`config.mk`:
```
export PLATFORM = sky130hd
export DESIGN_NAME = servo_frame_decoder_unit
export DESIGN_NICKNAME = d
export VERILOG_FILES = /design/src/rtl/sfd_pkg.sv /design/src/rtl/sfd_ctrl.sv /design/src/rtl/sfd_datapath.sv /design/src/rtl/servo_frame_decoder_unit.sv
export SDC_FILE = /design/constraint.sdc
export NUM_CORES = 1
export LEC_CHECK = 0
export ABC_AREA = 1
export BUFFER_PORTS_ARGS = -buffer_cell sky130_fd_sc_hd__buf_4
export CAP_MARGIN = 20
export CORE_MARGIN = 1.5
export CORE_UTILIZATION = 45
export CTS_BUF_LIST = sky130_fd_sc_hd__clkbuf_4 sky130_fd_sc_hd__clkbuf_8 sky130_fd_sc_hd__clkbuf_16
export DETAILED_ROUTE_END_ITERATION = 10
export SLEW_MARGIN = 20
export SYNTH_ARGS = -nofsm -noshare
export SYNTH_HDL_FRONTEND = slang
export SYNTH_SLANG_ARGS = --single-unit
```
`constraint.sdc`:
```
create_clock -name clk -period 6.8 [get_ports clk]
set_clock_uncertainty 0.05 [all_clocks]
set_input_delay 0.68 -clock clk [delete_from_list [all_inputs] [get_ports clk]]
set_output_delay 0.68 -clock clk [all_outputs]
set_load 0.02 [all_outputs]
```
`src/rtl/sfd_pkg.sv`:
```
// shared types, constants and the channel function of the servo frame decoder
`timescale 1ns / 1ps
package sfd_pkg;

  // frame characters and positions
  localparam logic [7:0]  START_CHAR  = 8'h2A;
  localparam logic [7:0]  END_CHAR    = 8'h3F;
  localparam logic [3:0]  END_POS     = 4'd11;
  localparam logic [7:0]  LETTER_BASE = 8'h61;
  localparam logic [7:0]  DIGIT_BASE  = 8'h30;

  // pair bookkeeping
  localparam int          PAIR_COUNT  = 5;
  localparam int          PAIR_IDX_W  = $clog2(PAIR_COUNT);
  localparam logic [PAIR_IDX_W-1:0] PAIR_LAST = PAIR_IDX_W'(PAIR_COUNT - 1);

  // field widths
  localparam int          BYTE_W      = 8;
  localparam int          BASE_W      = 12;
  localparam int          STEP_W      = 6;
  localparam int          CHAN_W      = 3;
  localparam int          CMP_W       = 15;
  localparam int          POS_W       = 4;

  // configuration register indexes and reset values
  localparam logic CFG_PULSE_BASE = 1'b0;
  localparam logic CFG_PULSE_STEP = 1'b1;
  localparam logic [BASE_W-1:0] BASE_RESET = 12'd900;
  localparam logic [STEP_W-1:0] STEP_RESET = 6'd10;

  typedef enum logic [0:0] {
    ST_IDLE,
    ST_EMIT
  } state_t;

  // controller to datapath
  typedef struct packed {
    logic byte_take;   // input byte transfer
    logic pair_clr;    // frame complete, restart pair counter
    logic out_load;    // load next result into output register
  } cmd_t;

  // datapath to controller
  typedef struct packed {
    logic frame_done;  // incoming byte closes a frame
    logic pair_last;   // pair counter at the fifth pair
    logic out_full;    // output register holds a result
  } sts_t;

  // letter offset to pwm channel, zero for letters that name no motor
  function automatic logic [CHAN_W-1:0] chan_of(input logic [BYTE_W-1:0] sel);
    logic [CHAN_W-1:0] ch;
    case (sel)
      8'd0:    ch = 3'd1;
      8'd1:    ch = 3'd2;
      8'd2:    ch = 3'd4;
      8'd3:    ch = 3'd3;
      8'd4:    ch = 3'd3;
      default: ch = 3'd0;
    endcase
    return ch;
  endfunction

endpackage

```
`src/rtl/sfd_ctrl.sv`:
```
// controller state machine: byte intake and result sequencing
`timescale 1ns / 1ps
module sfd_ctrl
  import sfd_pkg::*;
(
  input  logic clk,
  input  logic rst_n,
  input  logic in_valid,
  input  logic out_ready,
  input  sts_t sts,
  output logic in_ready,
  output cmd_t cmd
);

  state_t state_r, state_nxt;

  // state register
  always_ff @(posedge clk) begin
    if (!rst_n) begin
      state_r <= ST_IDLE;
    end else begin
      state_r <= state_nxt;
    end
  end

  // next state
  always_comb begin
    state_nxt = state_r;
    unique case (state_r)
      ST_IDLE: begin
        if (in_valid && sts.frame_done) state_nxt = ST_EMIT;
      end
      ST_EMIT: begin
        if ((!sts.out_full || out_ready) && sts.pair_last) state_nxt = ST_IDLE;
      end
      default: state_nxt = ST_IDLE;
    endcase
  end

  // outputs
  always_comb begin
    in_ready      = 1'b0;
    cmd.byte_take = 1'b0;
    cmd.pair_clr  = 1'b0;
    cmd.out_load  = 1'b0;
    unique case (state_r)
      ST_IDLE: begin
        in_ready      = 1'b1;
        cmd.byte_take = in_valid;
        cmd.pair_clr  = in_valid && sts.frame_done;
      end
      ST_EMIT: begin
        cmd.out_load = !sts.out_full || out_ready;
      end
      default: ;
    endcase
  end

endmodule

```
`src/rtl/sfd_datapath.sv`:
```
// datapath: frame store, position, config registers, compare value and output register
`timescale 1ns / 1ps
module sfd_datapath
  import sfd_pkg::*;
(
  input  logic              clk,
  input  logic              rst_n,
  input  cmd_t              cmd,
  output sts_t              sts,
  input  logic [BYTE_W-1:0] in_rx_byte,
  input  logic              cfg_valid,
  input  logic              cfg_index,
  input  logic [BASE_W-1:0] cfg_data,
  input  logic              out_ready,
  output logic              out_valid,
  output logic [CHAN_W-1:0] out_channel,
  output logic              out_update_valid,
  output logic [CMP_W-1:0]  out_compare_value,
  output logic              out_last
);

  logic [POS_W-1:0]      pos_r, pos_nxt;
  logic [BYTE_W-1:0]     letter_r [PAIR_COUNT];
  logic [BYTE_W-1:0]     digit_r  [PAIR_COUNT];
  logic [PAIR_IDX_W-1:0] pair_r;
  logic [BASE_W-1:0]     base_r;
  logic [STEP_W-1:0]     step_r;
  logic                  out_valid_r;

  logic [POS_W-1:0]      pos_m1;
  logic                  in_frame;
  logic [PAIR_IDX_W-1:0] wr_pair;
  logic [BYTE_W-1:0]     cur_letter;
  logic [BYTE_W-1:0]     sel;
  logic [BYTE_W-1:0]     dig;
  logic                  hit;
  logic [CMP_W-1:0]      cmp;

  // frame byte slot of the current position
  assign pos_m1   = pos_r - POS_W'(1);
  assign in_frame = (pos_r != '0) && (pos_r < END_POS);
  assign wr_pair  = pos_m1[PAIR_IDX_W:1];

  assign sts.frame_done = (in_rx_byte == END_CHAR) && (pos_r == END_POS);
  assign sts.pair_last  = (pair_r == PAIR_LAST);
  assign sts.out_full   = out_valid_r;

  // position update
  always_comb begin
    if (in_rx_byte == START_CHAR) begin
      pos_nxt = POS_W'(1);
    end else if (sts.frame_done || pos_r >= END_POS) begin
      pos_nxt = '0;
    end else begin
      pos_nxt = pos_r + POS_W'(1);
    end
  end

  always_ff @(posedge clk) begin
    if (!rst_n) begin
      pos_r <= '0;
    end else if (cmd.byte_take) begin
      pos_r <= pos_nxt;
    end
  end

  // frame store, letters at odd positions, digits at even ones
  always_ff @(posedge clk) begin
    if (cmd.byte_take && in_frame) begin
      if (!pos_m1[0]) begin
        letter_r[wr_pair] <= in_rx_byte;
      end else begin
        digit_r[wr_pair] <= in_rx_byte;
      end
    end
  end

  // configuration registers
  always_ff @(posedge clk) begin
    if (!rst_n) begin
      base_r <= BASE_RESET;
      step_r <= STEP_RESET;
    end else if (cfg_valid) begin
      unique case (cfg_index)
        CFG_PULSE_BASE: base_r <= cfg_data;
        CFG_PULSE_STEP: step_r <= cfg_data[STEP_W-1:0];
        default: ;
      endcase
    end
  end

  // pair counter
  always_ff @(posedge clk) begin
    if (!rst_n) begin
      pair_r <= '0;
    end else if (cmd.pair_clr) begin
      pair_r <= '0;
    end else if (cmd.out_load) begin
      pair_r <= pair_r + PAIR_IDX_W'(1);
    end
  end

  // channel and compare value of the current pair
  assign cur_letter = letter_r[pair_r];
  assign sel        = cur_letter - LETTER_BASE;
  assign dig        = digit_r[pair_r] - DIGIT_BASE;
  assign hit        = (sel < BYTE_W'(PAIR_COUNT));
  assign cmp        = (CMP_W'(dig) * CMP_W'(step_r)) + CMP_W'(base_r);

  // output register
  always_ff @(posedge clk) begin
    if (!rst_n) begin
      out_valid_r <= 1'b0;
    end else if (cmd.out_load) begin
      out_valid_r <= 1'b1;
    end else if (out_ready) begin
      out_valid_r <= 1'b0;
    end
  end

  always_ff @(posedge clk) begin
    if (cmd.out_load) begin
      out_channel       <= hit ? chan_of(sel) : '0;
      out_update_valid  <= hit;
      out_compare_value <= hit ? cmp : '0;
      out_last          <= sts.pair_last;
    end
  end

  assign out_valid = out_valid_r;

endmodule

```
`src/rtl/servo_frame_decoder_unit.sv`:
```
// Top level of the servo frame decoder.
// Throughput: one received byte per cycle while no frame is being emitted.
// A closing '?' leads to five results, loaded one per cycle into the output
// register whenever it is empty or being read; the first is loaded once the
// controller state register has entered its emit state, and a frame is 12 byte transfers.
// Reset clears position, pair counter and output valid, and sets config (base 900, step 10).
`timescale 1ns / 1ps
module servo_frame_decoder_unit
  import sfd_pkg::*;
(
  input  logic              clk,
  input  logic              rst_n,
  input  logic              in_valid,
  output logic              in_ready,
  input  logic [BYTE_W-1:0] in_rx_byte,
  output logic              out_valid,
  input  logic              out_ready,
  output logic [CHAN_W-1:0] out_channel,
  output logic              out_update_valid,
  output logic [CMP_W-1:0]  out_compare_value,
  output logic              out_last,
  input  logic              cfg_valid,
  output logic              cfg_ready,
  input  logic              cfg_index,
  input  logic [BASE_W-1:0] cfg_data
);

  cmd_t cmd;
  sts_t sts;

  // config writes are always taken
  assign cfg_ready = 1'b1;

  // controller
  sfd_ctrl u_ctrl (
    .clk       (clk),
    .rst_n     (rst_n),
    .in_valid  (in_valid),
    .out_ready (out_ready),
    .sts       (sts),
    .in_ready  (in_ready),
    .cmd       (cmd)
  );

  // datapath
  sfd_datapath u_dp (
    .clk               (clk),
    .rst_n             (rst_n),
    .cmd               (cmd),
    .sts               (sts),
    .in_rx_byte        (in_rx_byte),
    .cfg_valid         (cfg_valid),
    .cfg_index         (cfg_index),
    .cfg_data          (cfg_data),
    .out_ready         (out_ready),
    .out_valid         (out_valid),
    .out_channel       (out_channel),
    .out_update_valid  (out_update_valid),
    .out_compare_value (out_compare_value),
    .out_last          (out_last)
  );

endmodule

```
==> results.tsv, run 1 <==
stage	metric	value	unit
run_status	status	complete, no violations	
clock_tree	CTS Hold Bufs	0	
global_routing	vias in the first global route	5412	
layout	Ant. Diodes	0	
global_routing	all-layer global routing usage	20.61	%
clock_tree	maximum clock path buffer count	2	
yosys	number of synthesized register bits	130	
clock_tree	Root Buffer	clkbuf_16	
drt	Routed Antenna Nets	0	
setup_path	crit-path cells	buf_4 > nor2_1 > nor2_1 > o21ai_1 > a31oi_4 > ha_1 > xnor2_1 > nor2_1 > fa_1 > fa_1 > fa_1 > inv_1 > fa_1 > inv_1 > ha_1 > a21oi_1 > o21ai_0 > a21oi_1 > nor2_1 > nor2_1 > xor2_1 > nor2_4	
layout	synthesis-to-layout area growth	15.62	%
clock_tree	post-cts resize count	0	
run	Max-Cap Viols	0	
die	core area	16000	sq um
hold_path	worst hold stages	2	
yosys	main combinational cell family by area after synthesis	simple AND/OR/NAND/NOR gates	
timing	setup violators final	0	
timing	Slew Viols, Final	0	
clock_tree	CTS tree	done	
hold_path	hold-critical path endpoint	u_dp.base_r[2]	
power_and_ir_drop	Pleak	3.763	nW
setup_path	R2R Path End	u_dp.out_compare_value[11]	
yosys	Syn Inst Count	778	
drt	via count	5347	
placed_design	input/output buffers	47	
setup_path	kind of critical path	register to register	
drt	WL/cell	15.78	um
timing	Final period util	83.16	%
setup_path	worst-path maximum fanout	40	
yosys	ys async rst share	0	%
setup_path	R2R Setup Slk	1.14	ns
setup_path	Stages on worst setup path	22	
yosys	Post-synth EDFFs	100	
timing	Slew @ Worst Pin	0.8248	ns
timing	Tmin final	5.655	ns
setup_path	r2r worst-path depth	22	
yosys	post-synthesis mux area share	0	%
die	Die Area	17320	sq um
yosys	Avg Cell Area, Syn	9.564	sq um
die	FP Rows	46	
yosys	Yosys cell types	39	
yosys	post-synthesis sequential area ratio	48.43	%
clock_tree	Clock transition at path regs	0.06	ns
drt	vias per cell	5.054	
layout	Filler cells	1483	
timing	Max Fclk	176.8	MHz
drt	First-pass DRT Iterations	4	
setup_path	Crit path required time	6.91	ns
yosys	compound-gate portion of the synthesized area	7.180	%
layout	most frequent cells in the layout	inv_1, nand2_1, nor2_1	
die	die span in y	131.6	um
yosys	XOR/XNOR Fraction of Synth Area	1.883	%
drt	DRC errors left	0	
yosys	Ys Warns	0	
placed_design	DPL Wire Length	12480	um
global_routing	first-pass GRT wire length	27610	um
setup_path	arrival time at the worst endpoint	5.76	ns
yosys	Post-Synth Simple-Gate Area	18.35	%
setup_path	Critical Path Start Type	register	
die	die width	131.6	um
global_routing	total grt overflow	0	
placed_design	GPL Wtd Cong	0.8651	
timing	Slew headroom	44.81	%
layout	layout cells sized above 1	13.30	%
drt	Routed Wire Length	16700	um
hold_path	Worst Hold Class	register to register	
clock_tree	clock sinks	130	
global_routing	largest net degree at the start of global routing	41	
yosys	Post-Syn Nets	875	
setup_path	CP max stage delay	0.54	ns
power_and_ir_drop	VDD IR-drop max	0.2043	mV
yosys	Synth Cell Area	7441	sq um
power_and_ir_drop	PD cells	265.1	nW/um^2
setup_path	critical path endpoint category	register	
setup_path	CP max stage cell	fa_1	
die	initial core utilization	46.50	%
clock_tree	CTS Buf Count	17	
die	IO Count	49	
yosys	top_reg_cell synth	edfxtp_1	
timing	RSZ-0062 raised after global routing	no	
clock_tree	post-CTS setup buffers	0	
layout	# nets final	926	
timing	setup TNS	0	ns
setup_path	Buf+Inv Stages, Crit Path	3	
setup_path	most used cell along the critical path	nor2_1	
clock_tree	H-Tree Depth	4	
global_routing	initial antenna violation count	0	
layout	fin cells	1058	
setup_path	cell family with most CP delay	adder cells	
clock_tree	clk_lat worst skew	0.42	ns
layout	most common cell after layout, fill and taps aside	inv_1	
hold_path	hold_sp	u_dp.base_r[2]	
timing	endpoints failing hold	0	
placed_design	placed cell count	1026	
drt	Initial DRC Count	278	
timing	hold slack	0.4234	ns
yosys	Adder-Cell Fraction of Synth Area	15.37	%
cells in the mapped netlist, types with 2 or more instances:
master    instances  share of area, %
inv_1           131               6.6
nand2_1         124               6.3
nor2_1          113               5.7
edfxtp_1        100                40
nand3_1          43               2.9
ha_1             37               6.2
fa_1             34               9.1
o21ai_0          33               2.2
dfxtp_1          30               8.1
a21oi_1          29               2.0
xor2_1           10               1.2
nor2_4            9               1.4
inv_2             8              0.40
nand4_1           7              0.59
o21ai_1           7              0.47
buf_2             6              0.40
xnor2_1           6              0.71
a31oi_1           5              0.42
nand2_2           5              0.42
o221ai_1          5              0.59
buf_4             4              0.40
o211ai_1          4              0.40
or2_2             4              0.34
buf_6             3              0.45
clkbuf_1          3              0.15
o21bai_1          3              0.30
nor3_1            2              0.13
or2_1             2              0.17
worst min-delay path: stages (launching register included):
cell and delay [ns]:
dfxtp_1 0.34, nand2_1 0.06, nand3_1 0.05
per-layer routing:
metal  track usage [%]  share of wire, %
met5                 0                 0
met1             25.49                43
met2             36.70                51
met3             4.051               4.3
met4             5.556               1.1
through the flow:
stage / setup slack, ns / power [mW] / util (%) / area [sq um]
final: 1.145 / 2.281 / 53.77 / 8603
after global routing: 0.7716 / 2.401 / 53.77 / 8603
after CTS: 1.153 / 2.302 / 53.74 / 8598
after detailed placement: 1.196 / 1.347 / 49.73 / 7956
after global placement: 1.322 / 1.343 / 49.73 / 7956
after floorplan: 1.623 / 1.234 / - / 7441
report_power, final:
group	switching, mW	total [mW]	leakage [nW]	internal (mW)
clock	0.339	0.957	0.319	0.618
combinational	0.290	0.451	2.30	0.161
sequential	0.00720	0.873	1.14	0.865
layout make-up:
| type | count | area (sq um) | area share [%] |
|---|---|---|---|
| sequential | 130 | 3603 | 41.88 |
| multi-input combinational | 491 | 3194 | 37.13 |
| clock buffer | 28 | 614.3 | 7.141 |
| inverter | 140 | 525.5 | 6.108 |
| timing repair buffer | 49 | 367.9 | 4.276 |
| tap | 216 | 270.3 | 3.141 |
| clock inverter | 4 | 27.53 | 0.3200 |
worst max-delay path by stage:
stage / slack [ns] / from / to
floorplan: 1.62 / register / u_dp.out_compare_value[11]
global placement: 1.32 / register / u_dp.out_compare_value[11]
detailed placement: 1.20 / register / u_dp.out_compare_value[11]
CTS: 1.15 / register / u_dp.out_compare_value[11]
global route: 0.77 / register / u_dp.out_compare_value[11]
finish: 1.14 / register / u_dp.out_compare_value[11]
sequential cells by signal, indices dropped and copies added, names as in the netlist, named ones only:
register,count
u_dp.out_last,1
u_dp.out_valid,1
u_dp.pos_r,4
u_dp.letter_r,40
u_dp.step_r,6
u_dp.out_channel,3
u_ctrl.state_r,1
u_dp.base_r,12
u_dp.digit_r,40
u_dp.out_compare_value,15
u_dp.pair_r,3
u_dp.out_update_valid,1
kinds of logic (layout without fill, tap and decap cells):
logic type | after synthesis | count (layout)
AOI/OAI and AO/OA | 91 | 91
xor gates and xnor gates | 16 | 16
adders and majority gates | 71 | 71
buffers and inverters | 157 | 221
DFF | 130 | 130
other | 1 | 1
and+or+nand+nor | 312 | 312
No activity file was read; power rests on OpenSTA's default activity.
==> run 2, diff against run 1 <==
--- a/config.mk
+++ b/config.mk
@@ -5,7 +5,7 @@
 export SDC_FILE = /design/constraint.sdc
 export NUM_CORES = 1
 export LEC_CHECK = 0
-export ABC_AREA = 1
+export ABC_AREA = 0
 export BUFFER_PORTS_ARGS = -buffer_cell sky130_fd_sc_hd__buf_4
 export CAP_MARGIN = 20
 export CORE_MARGIN = 1.5
==> constraint.sdc (replaced) <==
create_clock -name clk -period 4.95 [get_ports clk]
set_clock_uncertainty 0.05 [all_clocks]
set_input_delay 0.495 -clock clk [delete_from_list [all_inputs] [get_ports clk]]
set_output_delay 0.495 -clock clk [all_outputs]
set_load 0.02 [all_outputs]
==> run 2 against run 1 <==
  * The flow now finishes with violations (negative setup slack)
  * Via count decreased by 13%
  * Worst setup slack worse by 1.4 ns
  * Hold slack worse by 0.19 ns
==> results.tsv, run 2 <==
stage	metric	value	unit	change
yosys	post-synth top area cell	edfxtp_1		
layout	Filler cells	1316		-11%
setup_path	arrival time at the worst endpoint	5.27	ns	-0.49 ns
clock_tree	clk_lat worst skew	0.42	ns	about the same
placed_design	Setup WS pre-CTS	-0.3122	ns	-1.508 ns
power_and_ir_drop	sequential share of power	39.0	%	+0.7 points
drt	WL/cell	15.98	um	+1.3%
timing	Slew @ Worst Pin	0.9858	ns	+0.1610 ns
run_status	failing checks	negative setup slack		
global_routing	initial antenna violation count	0		unchanged
yosys	most frequent cell after synthesis	edfxtp_1		
layout	layout cells sized above 1	29.59	%	+16 points
global_routing	all-layer global routing usage	19.21	%	-1.4 points
placed_design	placed inst area	8237	sq um	+3.5%
timing	Tmin final	5.187	ns	-0.4682 ns
yosys	Synth Cell Area	7204	sq um	-3.2%
drt	vias per cell	5.073		+0.38%
die	IO Count	49		unchanged
drt	Routed Antenna Nets	0		unchanged
global_routing	largest net degree at the start of global routing	26		-37%
clock_tree	H-Tree Depth	4		unchanged
drt	DRC errors left	0		unchanged
placed_design	GPL Wtd Cong	0.7878		-8.9%
die	initial core utilization	45.68	%	-0.82 points
die	die span in y	129.5	um	-1.6%
yosys	post-synthesis sequential area ratio	50.02	%	+1.6 points
drt	First-pass DRT Iterations	6		+2
yosys	area fraction of the dominant cell type after synthesis	41.68	%	+1.3 points
global_routing	total grt overflow	0		unchanged
layout	# nets final	787		-15%
drt	Routed Wire Length	14690	um	-12%
yosys	Syn Inst Count	583		-25%
timing	RSZ-0062 raised after global routing	yes		
run	Max-Cap Viols	0		unchanged
yosys	ys async rst share	0	%	unchanged
clock_tree	CTS Hold Bufs	0		unchanged
yosys	top_reg_cell synth	edfxtp_1		
drt	via count	4662		-13%
layout	Ant. Diodes	0		unchanged
power_and_ir_drop	clock power share	38.8	%	-3.2 points
run_status	status	finished with violations		
placed_design	input/output buffers	47		unchanged
setup_path	worst-path maximum fanout	6		-85%
timing	Slew headroom	34.28	%	-11 points
layout	Regs by FF count	u_dp.digit_r x40, u_dp.letter_r x40, u_dp.out_compare_value x15		
timing	Max Fclk	192.8	MHz	+9.0%
die	die width	129.5	um	-1.6%
yosys	Post-Syn Nets	680		-22%
timing	Slew Viols, Final	0		unchanged
placed_design	DPL Wire Length	10510	um	-16%
layout	Seq. cell area	3607	sq um	+0.10%
yosys	Synth area leaders	edfxtp_1, fa_1, dfxtp_1		
yosys	Ys Warns	0		unchanged
hold_path	Worst Hold Class	input pin to register		
clock_tree	CTS Buf Count	17		unchanged
layout	synthesis-to-layout area growth	25.11	%	
setup_path	Critical Path Start Type	register		
clock_tree	Root Buffer	clkbuf_16		
layout	multi-input logic area	3560	sq um	+11%
clock_tree	CTS tree	done		
power_and_ir_drop	P_int	2.222	mW	+35%
global_routing	vias in the first global route	4920		-9.1%
clock_tree	clock sinks	130		unchanged
yosys	Yosys cell types	59		+51%
power_and_ir_drop	switching portion of total power	27.49	%	-0.39 points
setup_path	kind of critical path	register to register		
yosys	Post-synth EDFFs	100		unchanged
setup_path	Crit path required time	5.03	ns	-1.88 ns
power_and_ir_drop	Pleak	3.427	nW	-8.9%
layout	most common cell after layout, fill and taps aside	buf_4		
timing	endpoints failing hold	0		unchanged
die	Die Area	16780	sq um	-3.1%
timing	setup slack after layout	-0.2369	ns	-1.382 ns
yosys	Synth top cells by count	edfxtp_1, inv_1, nand2_1		
power_and_ir_drop	PD cells	340.0	nW/um^2	+28%
layout	design area	9014	sq um	+4.8%
die	FP Rows	46		unchanged
clock_tree	Clock transition at path regs	0.06	ns	about the same
power_and_ir_drop	Gate power share	22.2	%	+2.4 points
yosys	Avg Cell Area, Syn	12.36	sq um	+29%
power_and_ir_drop	Psw	842.5	uW	+32%
timing	Final period util	104.8	%	+22 points
setup_path	critical path endpoint category	register		
global_routing	first-pass GRT wire length	24210	um	-12%
timing	setup violators final	8		+8
die	core area	15770	sq um	-1.4%
power_and_ir_drop	VDD IR-drop max	0.4320	mV	+110%
layout	most frequent cells in the layout	buf_4, edfxtp_1, inv_1		
drt	Initial DRC Count	217		-22%
clock_tree	maximum clock path buffer count	2		unchanged
yosys	number of synthesized register bits	130		unchanged
==> run 2: cell families after synthesis <==
kind of cell | after synthesis | share of synthesized area [%]
DFF | 130 | 50.02
and+or+nand+nor | 194 | 14.41
AOI/OAI and AO/OA | 64 | 6.183
other | 1 | 0.05205
muxes | 31 | 6.999
xor gates and xnor gates | 14 | 1.806
adders and majority gates | 71 | 15.87
buffers and inverters | 78 | 4.654
==> run 2: what timing repair did <==
item / 4_1_cts / 5_1_grt
buffers inserted: 6 / 3
gates resized for setup: 23 / 21
cloned: 0 / 0
endpoints found under the hold margin: 0 / 0
pin swaps: 31 / 12
setup endpoints to repair: 9 / 9
==> run 2: worst paths after layout <==
| path | startpoint | end | slack [ns] | cells after the start |
|---|---|---|---|---|
| max | register | u_dp.out_compare_value[11] | -0.24 | 20 |
| min | cfg_data[9] | u_dp.base_r[9] | 0.24 | 3 |
| max reg2reg | register | u_dp.out_compare_value[11] | -0.24 | 20 |
| min reg2reg | u_dp.base_r[4] | u_dp.base_r[4] | 0.42 | 2 |
==> run 2: layout make-up <==
class	count	share of cell area [%]
flip-flops and latches	130	40.02
repair buffers	104	8.745
multi-input cells	375	39.49
inverters	62	2.582
clock inverters	15	1.444
well taps	216	2.998
clock buffers	17	4.720
==> run 2: worst max-delay path, cell delays in order (launching register included) <==
cell and delay, ns:
dfxtp_4 0.39, mux4_2 0.51, mux2i_2 0.18, inv_1 0.09, ha_4 0.18, xnor2_4 0.22, buf_6 0.13, nor2b_2 0.03
fa_1 0.49, inv_2 0.04, fa_1 0.47, fa_2 0.54, inv_2 0.04, fa_2 0.35, ha_4 0.29, a21oi_2 0.22
nand3_2 0.10, o21ai_2 0.21, buf_4 0.15, xor2_2 0.14, nor3_2 0.05
==> run 2: layer usage <==
layer  up-vias  global-route usage [%]  part of all wire (%)
met3        29                   4.996                   3.6
li1       2278                       -                     -
met2        92                   34.17                    51
met5         -                       0                     0
met4         0                   6.797                   2.3
met1      2263                   22.52                    43
==> run 2: stage by stage <==
stage	total power, mW	hold slack, ns	utilization, %	setup TNS [ns]	std cells
2_1_floorplan	1.577	0.3934	-	-0.3938	583
4_1_cts	3.013	0.2212	56.42	-1.305	916
3_5_place_dp	1.772	0.4105	52.23	-1.938	878
6_report	3.064	0.2383	57.16	-1.472	919
3_3_place_gp	1.760	0.4076	52.13	-1.268	878
5_1_grt	3.208	0.2419	57.16	-3.281	919
==> run 2: power by group through the flow <==
stage	sequential [mW]	clock [mW]	combinational, mW
after floorplan	1.21	0	0.363
after global placement	1.22	0	0.542
after detailed placement	1.22	0	0.553
after CTS	1.20	1.21	0.611
after global routing	1.20	1.26	0.753
final	1.19	1.19	0.682
